**config.mk**
```make
export PLATFORM = sky130hd
export DESIGN_NAME = fsts_div
export DESIGN_NICKNAME = d
export VERILOG_FILES = /design/src/hdl/fsts_pkg.sv /design/src/hdl/fsts_div.sv
export SDC_FILE = /design/constraint.sdc
export NUM_CORES = 1
export LEC_CHECK = 0
export BUFFER_PORTS_ARGS = -buffer_cell sky130_fd_sc_hd__buf_2
export CAP_MARGIN = 30
export CORE_ASPECT_RATIO = 1.25
export CORE_MARGIN = 4
export CORE_UTILIZATION = 54
export DETAILED_ROUTE_END_ITERATION = 12
export HOLD_SLACK_MARGIN = 0.1
export PLACE_DENSITY = 0.82
export SLEW_MARGIN = 20
export SYNTH_ARGS = -nofsm -noshare
export SYNTH_HDL_FRONTEND = slang
export SYNTH_SLANG_ARGS = --single-unit
```
**constraint.sdc**
```tcl
create_clock -name clk -period 6.94 [get_ports clk]
set_input_delay 0.347 -clock clk [delete_from_list [all_inputs] [get_ports clk]]
set_output_delay 0.347 -clock clk [all_outputs]
set_load 0.02 [all_outputs]
```
**src/hdl/fsts_pkg.sv**
```systemverilog
// fsts_pkg: types and codes for the fair-share task scheduler
// command and result payloads, per-slot memory entry, function/mode/status codes
// no dependencies
`default_nettype none

package fsts_pkg;

    localparam int VR_W   = 64;
    localparam int WT_W   = 17;
    localparam int GRAN_W = 20;

    localparam logic [2:0] FN_TICK   = 3'd0;
    localparam logic [2:0] FN_CREATE = 3'd1;
    localparam logic [2:0] FN_YIELD  = 3'd2;
    localparam logic [2:0] FN_BLOCK  = 3'd3;
    localparam logic [2:0] FN_WAKE   = 3'd4;
    localparam logic [2:0] FN_EXIT   = 3'd5;
    localparam logic [2:0] FN_SETW   = 3'd6;

    localparam logic [1:0] MODE_READY   = 2'd0;
    localparam logic [1:0] MODE_RUNNING = 2'd1;
    localparam logic [1:0] MODE_BLOCKED = 2'd2;
    localparam logic [1:0] MODE_EXITED  = 2'd3;

    localparam logic [1:0] ST_DONE     = 2'd0;
    localparam logic [1:0] ST_FULL     = 2'd1;
    localparam logic [1:0] ST_UNUSED   = 2'd2;
    localparam logic [1:0] ST_NOT_BLKD = 2'd3;

    localparam logic CFG_MIN_GRAN  = 1'b0;
    localparam logic CFG_WAKE_GRAN = 1'b1;

    localparam logic [WT_W-1:0] SLOT0_WEIGHT = 17'd1024;
    localparam int              WEIGHT_SHIFT = 10;

    typedef struct packed {
        logic [2:0]  func;
        logic [3:0]  slot;
        logic [16:0] weight;
    } cmd_t;

    typedef struct packed {
        logic [3:0] running_slot;
        logic       switched;
        logic [3:0] new_slot;
        logic [1:0] status;
    } res_t;

    typedef struct packed {
        logic [WT_W-1:0] weight;
        logic [VR_W-1:0] vruntime;
        logic [VR_W-1:0] run_start;
        logic [VR_W-1:0] blocked_at;
    } entry_t;

endpackage

`default_nettype wire

```
**src/hdl/fsts_div.sv**
```systemverilog
// fsts_div: restoring divider, one quotient bit per cycle
// divides a 64-bit dividend by a 17-bit nonzero divisor
// depends on fsts_pkg
`default_nettype none

module fsts_div
    import fsts_pkg::*;
(
    input  wire logic            clk,
    input  wire logic            rst_n,
    input  wire logic            start,
    input  wire logic [VR_W-1:0] dividend,
    input  wire logic [WT_W-1:0] divisor,
    output logic                 done,
    output logic [VR_W-1:0]      quotient
);

    logic [VR_W-1:0] q_reg;
    logic [WT_W:0]   rem_reg;
    logic [WT_W-1:0] d_reg;
    logic [6:0]      cnt_reg;
    logic            run_reg;
    logic            done_reg;
    logic [WT_W:0]   trial;
    logic            fits;

    assign trial = {rem_reg[WT_W-1:0], q_reg[VR_W-1]};
    assign fits  = trial >= {1'b0, d_reg};

    always_ff @(posedge clk or negedge rst_n)
    begin
        if (!rst_n)
        begin
            run_reg  <= 1'b0;
            done_reg <= 1'b0;
            cnt_reg  <= '0;
        end
        else
        begin
            done_reg <= 1'b0;
            if (start)
            begin
                run_reg <= 1'b1;
                cnt_reg <= '0;
            end
            else if (run_reg)
            begin
                cnt_reg <= cnt_reg + 7'd1;
                if (cnt_reg == 7'(VR_W - 1))
                begin
                    run_reg  <= 1'b0;
                    done_reg <= 1'b1;
                end
            end
        end
    end

    always_ff @(posedge clk)
    begin
        if (start)
        begin
            q_reg   <= dividend;
            rem_reg <= '0;
            d_reg   <= divisor;
        end
        else if (run_reg)
        begin
            rem_reg <= fits ? trial - {1'b0, d_reg} : trial;
            q_reg   <= {q_reg[VR_W-2:0], fits};
        end
    end

    assign done     = done_reg;
    assign quotient = q_reg;

endmodule

`default_nettype wire

```
After elaboration in Yosys (flattened, before gate mapping). Cells that the tools add are included.

$lt $le $gt $ge: 1. Reductions and logical operators: 1. Shift operators: 0. Eq/ne operators: 1. Add/subtract/negate cells: 2. Bitwise gates (word level): 0. Mux-type cells: 11. Divide/modulo/power cells: 0. Multipliers: 0.

Operators by type and width (count): $mux 64 (2); $ge 18x17->1 (1); $mux 17 (1); $sub 17x17->17 (1); $mux 7 (2); $add 7x1->7 const B (1); $eq 7x6->1 const B (1); $mux 1 (6); $reduce_bool 2->1 (1).

Output and inout port bits: 65. Bits in latches: 0. Word-level logic and storage cells: 22. Bits in read-only memories: 0. Register bits after elaboration: 107. Bits in writable memories: 0. Memories: 0.

Depth between registers and ports, before layout. Gate-level depths: netlist of the first run.

Depth in word-level cells: 4. Mapped depth: 12. Gate-level depth less buffers: 10.

Least setup slack after synthesis of the first run. No wires, ideal clock.

Path kind: flip-flop to flip-flop. Start point: register q_reg[63], in the netlist quotient[63]. End point: register q_reg[0], in the netlist quotient[0], data pin. Arrival: 2.418 ns. Setup time: 0.260 ns. Data required time: 6.680 ns. Setup slack: 4.263 ns. Cell stages (with the launch flop): 11. Cell sequence: edfxtp_1 -> inv_1 -> ha_1 -> inv_1 -> fa_1 -> a21oi_2 -> o211ai_2 -> a221oi_2 -> o31ai_2 -> buf_4 -> mux2_2.

Word-level cells in the longest chain between the ends: 3.

RTL lines: start: declaration (RTL line fsts_div.sv:18) `logic [VR_W-1:0] q_reg;`; start signal: assignment (RTL line fsts_div.sv:62) `q_reg <= dividend;`; start signal: assignment (RTL line fsts_div.sv:69) `q_reg <= {q_reg[VR_W-2:0], fits};`; $ge 18x17->1 (RTL line fsts_div.sv:28) `assign fits = trial >= {1'b0, d_reg};`; $mux 64 (RTL line fsts_div.sv:66) `else if (run_reg)`; $mux 64 (RTL line fsts_div.sv:60) `if (start)`.

Every way passes these cells. The select of a mux whose other input is x is not followed. A chain may end at the register's enable or synchronous reset.

Final worst setup path of the first run.
Start point: register q_reg[63], in the netlist quotient[63]. End point: register rem_reg[0].

Word-level cells in the longest chain between the ends: 2. Elaborated cells between the ends (all ways): 3. Those cells by class: add/sub (1); order compare (1); mux (1).

RTL lines: $sub 17x17->17 / $ge 18x17->1 (equally long branches) (RTL line fsts_div.sv:68, fsts_div.sv:28); $mux 17 (*) (RTL line fsts_div.sv:68) `rem_reg <= fits ? trial - {1'b0, d_reg} : trial;`; end signal: assignment (RTL line fsts_div.sv:68); end: declaration (RTL line fsts_div.sv:19) `logic [WT_W:0] rem_reg;`.

Mark *: on every way between the ends. The rest lies on a longest branch, timed or not.

==> results summary, run 1 <==
The flow ran to the end, and the final reports show no timing, DRC or antenna violations. The global placer's final weighted congestion is roughly 0.9. The final worst setup slack is 3762 ps. Once the clock tree was built, the setup fixing pass inserted 0 buffers. Counting flops with a built-in enable in the synthesized netlist gives roughly 80. The combinational family with the most area after synthesis is multiplexers. The initial antenna violation count is 0. The clock sink total is 107.

The most common cell in the netlist is edfxtp_1. The deepest clock path buffer count came out at 2. Of the total synthesized cell area, the portion taken by AND, OR, NAND and NOR gates is 0.08553. By count the netlist is led by 81 x edfxtp_1, 64 x mux2_2, 34 x nand2_1. The number of max-capacitance violations reported is 0. The internal reg-to-reg setup slack came out at approximately 3800 ps.

The first-pass detailed-route iteration total is 4. Setup repair after global routing left no endpoint under its margin. The relative slew slack is 0.4399.

The first global-routing pass estimated around 19 mm of wire. The kind of end point of the critical path is a register. Entering global routing, the biggest net connects 65 pins. Between clock sinks in the finished design, the worst skew comes to 4.596 ps. The most critical setup path has its endpoint at rem_reg[0]. The count of routing violations after the opening detailed-route iteration is ~200. In the routed layout, each cell is associated on average with a via count of roughly 5.6. Of the total synthesized cell area, the portion taken by full adders, half adders and majority gates is 0.04657.

The filler cell count is 694. For this run, the number of Yosys warnings is 0. The core region is between 9000 and 10000 sq um. For this run, design rule violations remaining after detail routing come to 0. In this run the critical register-to-register path is captured at rem_reg[0]. The timing startpoint of the critical path is quotient[63]. The pre-CTS worst setup slack is between 3000 and 4000 ps. In the final layout, the share of cells above drive strength 1 is 0.4309. The post-route minimum period is approximately 3200 ps. The repair_antennas step left the layout with diodes totalling 0.

Of all cell types, the one taking the most synthesized area is edfxtp_1. The x dimension of the die is 96.33 microns. The average wire per cell in the routed design is 17.06 microns.

The global-route usage over all layers came out at 0.2197. The net count after synthesis came out at between 500 and 600. The growth of design area from synthesis to finish came out at 22.31%.

The number of placement rows came out at 40. The setup TNS after final layout is 0 ps. TritonCTS built the clock tree.

The share of synthesized area in the top cell type comes to 0.4619. The compound-cell area share of the yosys netlist is 0.09503. Along the worst path, the maximum fanout reaches 20.

Port buffering added roughly 150 buffers. The total setup violations reported at the end of the flow came out at 0. The worst setup path is of the reg -> reg kind. The area of the mapped netlist came out at between 5000 and 6000 sq um. The flip-flop count of the largest register after layout is between 60 and 70. The xor/xnor cell area share of the yosys netlist came out at 0.02661.

At the worst endpoint, the required time is 7180 ps. The number of different library cells in the post-synthesis netlist is 55. In the finished design, the share of the clock period the worst path needs comes to 0.4579. For this design the top-level I/O count stands at around 150. For the worst-skew pair, the clock arrives at the later sink with an insertion delay of 350 ps. The total count of max-transition violations in the final report came out at 0. The initial utilization of the core area, before any placement, comes to 0.5509.

Timing would allow up to between 300 and 400 MHz. The arrival time at the worst endpoint is around 3400 ps. After synthesis the netlist holds a flip-flop and latch count of roughly 110. The number of clock buffers added by TritonCTS is 9. The tree is rooted in a clkbuf_16.

The total vias in the final route is about 3800. The fraction of registers with async set/reset is 0.08411. The total congestion overflow came out at 0.

Detailed placement finished with a half-perimeter wire length of around 8.6 mm. The startpoint of the lowest-slack hold path is divisor[6]. The wire length after detailed routing came out at ~12 mm.

The portion of netlist area occupied by mux cells is 0.1445. The part of the Yosys area used for sequential elements came out at 0.5693. In the synthesized netlist the dominant register cell turns out to be edfxtp_1. The final hold violation count came to 0.

The number of levels in the clock H-tree came out at 3. The net count of the finished layout is 662. The via count of the first global-routing pass was 4022. A synthesized cell averages ~13 sq um.

In this run the critical register-to-register path is launched from quotient[63]. The count of antenna-violating nets left after detailed routing came out at 0. At the pin with the least slew margin, the transition time is roughly 840 ps. Summed over all cells, the static leakage comes to 2.794 nW.

By area the synthesized netlist is led by edfxtp_1 46%, mux2_2 14%, dfxtp_1 6.5%, dfrtp_1 4.3%, ha_1 4.3%. The type of origin of the critical path is a register. The maximum vdd drop came out at between 0.00015 and 0.0002 V. The floorplan step set the die height to about 120 microns.

The class of the tightest hold or removal check is in -> reg. The areal power density over the cells is 244.4 nW/um^2. The clock-pin slew of the registers on the worst-case setup and hold paths came out at ~70 ps.

The worst reg-to-reg path cell count is 10. The die covers 11410 sq um. In the synthesized netlist, the number of instances is between 400 and 500.
==> layout by cell type, fill, tap and decap left out, drive strengths merged, types with 2 or more instances in the layout <==
| cell | Yosys | routed |
|---|---|---|
| o31ai | 2 | 2 |
| nand2b | 3 | 3 |
| a21o | 4 | 4 |
| o21ai | 15 | 15 |
| a311oi | 4 | 4 |
| nor3 | 2 | 2 |
| bufinv | 0 | 2 |
| nand4b | 3 | 3 |
| buf | 5 | 153 |
| nand2 | 34 | 34 |
| nand3 | 19 | 19 |
| clkinv | 0 | 3 |
| mux2i | 4 | 4 |
| o211ai | 2 | 2 |
| o311ai | 2 | 2 |
| nand4 | 5 | 5 |
| a32oi | 8 | 8 |
| mux2 | 64 | 64 |
| nor2 | 20 | 20 |
| dfrtp | 9 | 9 |
| xor2 | 7 | 7 |
| inv | 22 | 23 |
| nor2b | 2 | 2 |
| edfxtp | 81 | 81 |
| dfxtp | 17 | 17 |
| xnor2 | 9 | 9 |
| a221oi | 2 | 2 |
| ha | 18 | 18 |
| a21oi | 19 | 19 |
| or3 | 2 | 2 |
| clkbuf | 14 | 9 |
==> routing by layer <==
| metal | up-vias | GRT usage | routed length, microns |
|---|---|---|---|
| met5 | - | 0 | 0 |
| met4 | 0 | 0.09035 | 260 |
| met3 | 19 | 0.07575 | 1064 |
| met2 | 151 | 0.3624 | 6037 |
| met1 | 1814 | 0.2570 | 4407 |
| li1 | 1846 | - | - |
==> worst max-delay path: stages (launching register included) <==
cell and delay, ps:
edfxtp_1 400, inv_1 100, ha_1 170, inv_1 50
fa_1 420, a21oi_2 220, o211ai_2 140, a221oi_2 400
o31a_1 730, mux2i_1 180, a22o_1 240
==> power breakdown <==
| part | switching [mW] | internal, mW |
|---|---|---|
| Clock | 0.224 | 0.315 |
| Sequential | 0.0280 | 0.749 |
| Combinational | 0.149 | 0.110 |
==> worst min path at each step <==
stage / cells past startpoint / slack [ps] / endpoint
after CTS: 1 / 160 / d_reg[16]
after floorplan: 0 / 50 / cnt_reg[0]
final: 1 / 170 / d_reg[6]
after detailed placement: 1 / 210 / cnt_reg[5]
after global routing: 1 / 160 / d_reg[16]
after global placement: 1 / 200 / cnt_reg[3]
==> per-stage QoR <==
stage | hold slack (ps) | area [sq um] | power [mW] | instances | util
after floorplan | 51.41 | 5266 | 0.9533 | 413 | -
after global placement | 203.2 | 6108 | 1.038 | 672 | 0.6390
after detailed placement | 210.6 | 6108 | 1.048 | 672 | 0.6390
after CTS | 157.6 | 6434 | 1.588 | 689 | 0.6730
after global routing | 160.4 | 6441 | 1.642 | 690 | 0.6738
final | 172.1 | 6441 | 1.574 | 690 | 0.6738
==> cell type report <==
| type | instances | area [sq um] | area share |
|---|---|---|---|
| Tap cell | 126 | 157.7 | 0.02448 |
| Clock buffer | 9 | 225.2 | 0.03497 |
| Timing Repair Buffer | 154 | 790.8 | 0.1228 |
| Sequential cell | 107 | 2998 | 0.4654 |
| Inverter | 22 | 82.58 | 0.01282 |
| Multi-Input combinational cell | 265 | 2097 | 0.3256 |
| Clock inverter | 7 | 90.09 | 0.01399 |
==> cell families after synthesis <==
| family | after synthesis |
|---|---|
| buffers and inverters | 41 |
| multiplexers | 68 |
| AND/OR/NAND/NOR | 94 |
| flip-flops | 107 |
| XOR/XNOR | 16 |
| adder cells (fa/ha/maj) | 19 |
| AO/OA/AOI/OAI | 68 |
==> what timing repair did <==
item / in CTS / in global routing
endpoints found under the hold margin: 9 / 0
gates resized for setup: 0 / 0
hold buffers: 1 / 0
(Power assumes the default switching activity.)
==> run 2, diff against run 1 <==
--- a/config.mk
+++ b/config.mk
@@ -5,14 +5,15 @@
 export SDC_FILE = /design/constraint.sdc
 export NUM_CORES = 1
 export LEC_CHECK = 0
+export ABC_AREA = 1
 export BUFFER_PORTS_ARGS = -buffer_cell sky130_fd_sc_hd__buf_2
 export CAP_MARGIN = 30
 export CORE_ASPECT_RATIO = 1.25
 export CORE_MARGIN = 4
-export CORE_UTILIZATION = 54
+export CORE_UTILIZATION = 53
 export DETAILED_ROUTE_END_ITERATION = 12
 export HOLD_SLACK_MARGIN = 0.1
-export PLACE_DENSITY = 0.82
+export PLACE_DENSITY = 0.8
 export SLEW_MARGIN = 20
 export SYNTH_ARGS = -nofsm -noshare
 export SYNTH_HDL_FRONTEND = slang
==> constraint.sdc (replaced) <==
create_clock -name clk -period 3.3 [get_ports clk]
set_input_delay 0.165 -clock clk [delete_from_list [all_inputs] [get_ports clk]]
set_output_delay 0.165 -clock clk [all_outputs]
set_load 0.02 [all_outputs]
==> run 2 against run 1 <==
Worst setup slack worse by 2900 ps; cell count up 49%; first-iteration DRC count up 27%; worst hold slack worse by 71 ps; die area up 7.5%; highest routed layer unchanged; wire length up 29%; critical path depth up 1; area after synthesis up 6.1%; power rose to 2.9 times the previous value; largest power group is now combinational logic; design area up 15%.
==> results summary, run 2 <==
On the critical path, the stage with the largest delay is an instance of fa_1. The via count of the first global-routing pass came out at 5430. Setup repair after global routing left no endpoint under its margin. The clock-pin slew of the registers on the worst-case setup and hold paths came out at 80 ps. The worst register-to-register path begins at quotient[63].

edfxtp_1 takes more of the synthesized area than any other cell. The total vias in the final route is approximately 5300. The relative slew slack is 0.4289. The data required time at the worst endpoint came out at between 3000 and 4000 ps. The number of setup buffers added after CTS came out at 0. The CTS tree is built. The number of placement rows is between 40 and 50. The number of clock buffers inserted by TritonCTS came out at 9.

The deepest clock path buffer count is 2. CTS placed an instance of clkbuf_16 at the clock tree root. The path with the worst hold slack has its endpoint at quotient[29].

The setup TNS after final layout is 0 ps. The post-route minimum period came out at 2462 ps. The internal reg-to-reg setup slack came out at ~840 ps. On the worst path, the slowest cell contributes a delay of approximately 440 ps. Port buffering added ~150 buffers. The count of antenna-violating nets left after detailed routing is 0. The clock arrives with around 10 ps of skew. Walking the worst path, the cells encountered are inv_1 > ha_1 > inv_1 > fa_1 > nand3_1 > nand3_2 > nand2_2 > nand2_2 > nand2_1 > nand3_1 > o21ai_0. Counting every instance in the synthesized netlist gives between 600 and 700.

The worst reg-to-reg path cell count is 11. The critical path starts at quotient[63]. The library cell used most frequently in the layout, excluding fill and tap cells, is nand2_1.

The share of final-layout standard cells stronger than drive strength 1 came out at 0.2002. For this configuration, the core starts out at a cell density of 0.5474. The areal power density over the cells came out at 623.8 nW/um^2. The DRC violation count after routing came out at 0. The clock sink total came out at 107.

The register bit total from synthesis came out at around 110. The kind of cell adding the most delay to the critical path is simple AND/OR/NAND/NOR gates. By instance count, the leading cell after synthesis is nand2_1.

The area of the mapped netlist is 5588 sq um. The core box area is around 10000 sq um. The net count after synthesis came out at between 700 and 800. The global-route wire length before repair is between 20 and 25 mm.

In this run the critical register-to-register path is captured at rem_reg[0]. At the end of routability-driven placement, the weighted congestion stood at 0.8909. The final hold violation count is 0.

The maximum clock frequency is approximately 410 MHz. The part of the Yosys area used for sequential elements is 0.5365. The global-route usage over all layers came out at 0.2555.

The maximum vdd drop is 0.0003004 V. The wire length after detailed routing came out at 15.20 mm. By area the synthesized netlist is led by edfxtp_1 44%, nand2_1 22%, dfxtp_1 6.1%, inv_1 5.4%, dfrtp_1 4.0%. The maximum number of pins on one net before global-route repair came out at 77. The startpoint of the lowest-slack hold path is dividend[29]. The number of top-level design ports came out at around 150.

The net count of the finished layout came out at roughly 1000. The commonest cells after synthesis are 323 x nand2_1, 81 x edfxtp_1, 81 x inv_1. The average wire per cell in the routed design is 14.77 microns. The peak fanout along the critical path is 20. In the synthesized netlist the dominant register cell turns out to be edfxtp_1. The share of synthesized area in the top cell type comes to 0.4353. The worst hold path passes through 3 cells.

The arrival time at the worst endpoint is approximately 2700 ps. The number of max-capacitance violations reported came out at 0. The total count of max-transition violations in the final report came out at 0. The run finished with clean final reports. The type of origin of the critical path is a register. For this run, the number of Yosys warnings is 0. The clock network latency to the later pin of the worst-skew pair came out at ~350 ps. The top cell types in the final layout, fill and taps aside, are 323 x nand2_1, 148 x buf_2, 81 x edfxtp_1, 80 x inv_1, 68 x dlygate4sd3_1.

In this run the static leakage power is ~3.9 nW. The detailed placement HPWL is slightly below 10 mm. The floorplan step set the die height to around 120 microns.

Setup violations remaining at the end of the flow were counted as 0. The detailed router finished its first iteration with 260 violations. The number of different library cells in the post-synthesis netlist came out at 32. The share of the clock period used by the worst path came out at 0.7461.

After global routing the overflow that remains totals 0. The overall power came out at between 4 and 5 mW. The initial antenna violation count came out at 0.

In this run the horizontal extent of the chip is between 90 and 100 microns. The filler cell count came out at between 700 and 800. The worst hold path belongs to the class in -> reg.

The fraction of registers with async set/reset came out at 0.08411. The area enclosed by the die boundary came out at 12260 sq um. The flip-flop count of the largest register after layout came out at 64. The area growth from synthesis to layout is 32.56%. The number of enable flip-flop cells after synthesis came out at between 80 and 90. For the pin with the worst max-slew slack, the measured transition is approximately 850 ps.

The number of levels in the clock H-tree is 3. The synthesized area per cell is 8.193 sq um. The first-pass detailed-route iteration total came out at 5.

STA classifies the critical path endpoint as a register. In the routed layout, each cell is associated on average with a via count of roughly 5. The setup path with the least slack is of type reg -> reg. The combined buffer and inverter count along the critical path is 2.
run 2: per-layer routing:
| metal | part of all wire | global-route usage | vias to the layer above |
|---|---|---|---|
| li1 | - | - | 2586 |
| met1 | 0.37 | 0.2853 | 2439 |
| met2 | 0.53 | 0.4616 | 213 |
| met3 | 0.074 | 0.06367 | 35 |
| met4 | 0.026 | 0.1042 | 0 |
| met5 | 0 | 0 | - |
run 2: where the power goes:
part | total, mW | internal, mW | switching [mW] | leakage [nW]
Sequential | 1.79 | 1.66 | 0.127 | 1.13
Clock | 1.02 | 0.538 | 0.484 | 0.134
Combinational | 1.81 | 0.685 | 1.13 | 2.63
run 2: worst register-to-register path: stages, from the launching register on:
cell and delay [ps]:
edfxtp_1 380, inv_1 90, ha_1 160, inv_1 60, fa_1 440, nand3_1 150
nand3_2 100, nand2_2 340, nand2_2 330, nand2_1 140, nand3_1 70, o21ai_0 90
run 2: cells by family after synthesis:
kind of cell / count (synthesis) / synth area share
and+or+nand+nor: 412 / 0.3000
adders and majority gates: 19 / 0.04389
AOI/OAI and AO/OA: 34 / 0.03135
buffers and inverters: 103 / 0.07725
xor gates and xnor gates: 7 / 0.01097
DFF: 107 / 0.5365
run 2: area by class of cell:
type,instances,area (sq um),area share
repair buffers,222,1499,0.2024
clock buffers,11,242.7,0.03277
inverters,82,307.8,0.04155
multi-input cells,472,2158,0.2914
diodes,1,2.502,0.0003378
well taps,129,161.4,0.02179
clock inverters,5,37.54,0.005068
flip-flops and latches,107,2998,0.4047
run 2: how the worst max path moves through the flow:
stage                  endpoint  depth (start not counted)  slack, ps
floorplan           quotient[0]                          2       1040
global placement    rem_reg[14]                         11       1020
detailed placement   rem_reg[0]                         11        930
CTS                  rem_reg[2]                         11        880
global route         rem_reg[3]                         11        630
finish               rem_reg[0]                         11        840
run 2: metrics by stage:
stage          utilization  hold slack [ps]  setup WS, ps  area (sq um)  std cells
4_1_cts             0.7253            100.0         875.7          7405       1028
2_1_floorplan            -           -130.6          1042          5588        682
3_5_place_dp        0.6312            23.29         927.9          6444        944
6_report            0.7256            101.2         837.9          7407       1029
3_3_place_gp        0.6285            21.67          1024          6416        943
5_1_grt             0.7253            110.1         627.6          7405       1028
run 2: timing repair:
item	4_1_cts	5_1_grt
hold buffers	68	0
endpoints found under the setup margin	0	0
gates resized for setup	0	0
hold endpoints to repair	76	0
==> run 3, diff against run 2 <==
--- a/config.mk
+++ b/config.mk
@@ -10,10 +10,10 @@
 export CAP_MARGIN = 30
 export CORE_ASPECT_RATIO = 1.25
 export CORE_MARGIN = 4
-export CORE_UTILIZATION = 53
+export CORE_UTILIZATION = 48
 export DETAILED_ROUTE_END_ITERATION = 12
 export HOLD_SLACK_MARGIN = 0.1
-export PLACE_DENSITY = 0.8
+export PLACE_DENSITY = 0.77
 export SLEW_MARGIN = 20
 export SYNTH_ARGS = -nofsm -noshare
 export SYNTH_HDL_FRONTEND = slang
==> constraint.sdc (replaced) <==
create_clock -name clk -period 2.2 [get_ports clk]
set_input_delay 0.11 -clock clk [delete_from_list [all_inputs] [get_ports clk]]
set_output_delay 0.11 -clock clk [all_outputs]
set_load 0.02 [all_outputs]
==> run 3 against run 2 <==
Sequential power rose by 50%; cell count rose by 2.1%; worst setup slack got worse by 630 ps; worst hold slack improved by 3.5 ps; via count rose by 1.7%.
==> results summary, run 3 (synthesis results as in run 2) <==
The x dimension of the die came out at approximately 100 microns. The cell with the most instances on the worst path is nand2_1. The number of top-level design ports is between 100 and 150.

The data required time at the worst endpoint came out at ~2400 ps. The worst reg-to-reg path cell count came out at 14. The register with the most flip-flops in the layout has 64 of them. The areal power density over the cells is ~930 nW/um^2.

The clock-pin slew of the registers on the worst-case setup and hold paths is 70 ps. The detailed placement HPWL came out at 9.987 mm. The kind of end point of the critical path is a register. The worst setup path is launched from a register.

For hold timing, the worst endpoint is cnt_reg[1]. The clock arrives with 9.029 ps of skew. The setup TNS after final layout came out at 0 ps. The slowest cell on the critical path is edfxtp_1. The total vias in the final route came out at roughly 5400. The share of final-layout standard cells stronger than drive strength 1 is 0.2031. Across every metal layer, demand over resource in global routing totals 0.2441. The classification of the worst setup path is reg -> reg.

The internal reg-to-reg setup slack is 210 ps. The initial antenna violation count was 0. The final hold violation count is 0. Setup violations remaining at the end of the flow were counted as 0. The deepest clock path buffer count is 2. At the pin with the least slew margin, the transition time is 645.3 ps. After detailed routing, the average wire length per cell comes to ~15 microns. Buffers placed on the I/O ports in this run total 148. The per-cell via count in the routed design is roughly 5.1.

The die covers around 13000 sq um. The floorplan has 43 rows. The clock sink total came out at between 100 and 150. The number of levels in the clock H-tree is 3.

Summed over all cells, the static leakage comes to just under 4 nW. The flow ran to the end, and the final reports show no timing, DRC or antenna violations. The maximum clock frequency came out at between 500 and 600 MHz. The kind of cell adding the most delay to the critical path is simple AND/OR/NAND/NOR gates. The count of routing violations after the opening detailed-route iteration came out at 251.

TritonCTS built the clock tree. The growth of design area from synthesis to finish came out at 35.87%. In this run the tightest slew margin relative to its limit is 0.5698. The worst path needs 1992 ps of the cycle, external delays included.

Setup repair after global routing left no endpoint under its margin. The library cell used most frequently in the layout, excluding fill and tap cells, is nand2_1. The peak fanout along the critical path came out at 4. The total congestion overflow is 0.

The number of max-capacitance violations reported is 0. Entering global routing, the biggest net connects 64 pins. At the end of the flow the core is filled with cells to 0.6752. The number of antenna diodes in the final layout is 0.

The height of the chip is about 130 microns. The global placer's final weighted congestion is roughly 0.88. The share of the clock period used by the worst path came out at 0.9054. The clock network latency to the later pin of the worst-skew pair came out at ~350 ps. Wires add up to 15.99 mm. After the flow finishes, the layout carries non-filler instances totaling 1051. The count of antenna-violating nets left after detailed routing came out at 0.

The initial utilization of the core area, before any placement, comes to 0.4969. The core region is ~11000 sq um. The maximum vdd drop is ~0.0005 V. The via count of the first global-routing pass was approximately 5600. The arrival time at the worst endpoint came out at roughly 2200 ps.

For this run, design rule violations remaining after detail routing come to 0. The tightest min-delay check is of the in -> reg type. The cell sitting at the root of the clock tree is a clkbuf_16. The capture point of the worst reg-to-reg path is rem_reg[16]. The number of placed instances, taps included came out at 954. The critical path goes through inv_1 > ha_1 > inv_1 > fa_2 > nand3_1 > nand3_1 > nand2_1 > nand2_1 > nand2_1 > nand2_1 > nand2_1 > nand3_1 > nand2_1 > nand2_1.

Clock tree synthesis inserted a total of 9 buffers. The worst hold path begins at start. The net count of the finished layout came out at just over 1000.

The startpoint identified for the worst register-to-register timing path is quotient[63]. Along the worst hold path, the cell count comes to 4. The first-pass detailed-route iteration total came out at 7.

The global-route wire length before repair is around 26 mm. Leaving out fill and tap cells, the most frequent cells in the layout are 323 x nand2_1, 148 x buf_2, 81 x edfxtp_1, 81 x dlygate4sd3_1, 80 x inv_1. The combined buffer and inverter count along the critical path came out at 2.

The largest single stage delay on the critical path is around 380 ps. The total count of max-transition violations in the final report is 0. The number of setup buffers added after CTS came out at 0.
-- run 3: timing repair --
action,4_1_cts,5_1_grt
gates resized for setup,0,1
hold buffers,81,0
endpoints found under the hold margin,89,0
endpoints found under the setup margin,0,8
-- run 3: worst max-delay path by stage --
stage | startpoint | endpoint | depth (start not counted)
after floorplan | run_reg | quotient[0] | 2
after CTS | quotient[63] | rem_reg[16] | 14
after global placement | quotient[63] | rem_reg[16] | 14
final | quotient[63] | rem_reg[16] | 14
after global routing | quotient[63] | rem_reg[16] | 14
after detailed placement | quotient[63] | rem_reg[16] | 14
-- run 3: metal layers --
| layer | routed length [microns] | share of wire | GRT usage | up-vias |
|---|---|---|---|---|
| li1 | - | - | - | 2614 |
| met1 | 6134 | 0.38 | 0.2768 | 2449 |
| met2 | 7778 | 0.49 | 0.4281 | 256 |
| met3 | 1428 | 0.089 | 0.06473 | 44 |
| met4 | 652 | 0.041 | 0.1205 | 0 |
| met5 | 0 | 0 | 0 | - |
-- run 3: area by class of cell --
type                            instances  area (sq um)
Tap cell                              135         168.9
Fill cell                             875          3652
Timing Repair Buffer                  239          1652
Inverter                               82         311.5
Clock buffer                           10         229.0
Multi-Input combinational cell        472          2161
Clock inverter                          6         72.57
Sequential cell                       107          2998
-- run 3: worst register-to-register path, cell delays in order (launching register included) --
cell and delay, ps:
edfxtp_1 380, inv_1 90, ha_1 140, inv_1 60, fa_2 380, nand3_1 100
nand3_1 160, nand2_1 100, nand2_1 100, nand2_1 90, nand2_1 60, nand2_1 60
nand3_1 60, nand2_1 80, nand2_1 40
-- run 3: stage by stage --
stage	cell area, sq um	power [mW]	setup slack (ps)	hold WS, ps
floorplan	5592	4.671	99.00	-185.6
finish	7592	7.065	208.0	104.8
detailed placement	6477	5.271	149.7	-29.30
CTS	7590	7.041	127.2	105.4
global route	7592	7.574	7.903	129.7
global placement	6477	5.252	160.1	-26.24
-- run 3: power breakdown --
group / total, mW / internal, mW / switching, mW
clock network: 1.66 / 0.899 / 0.764
registers: 2.68 / 2.49 / 0.193
logic: 2.72 / 1.05 / 1.67
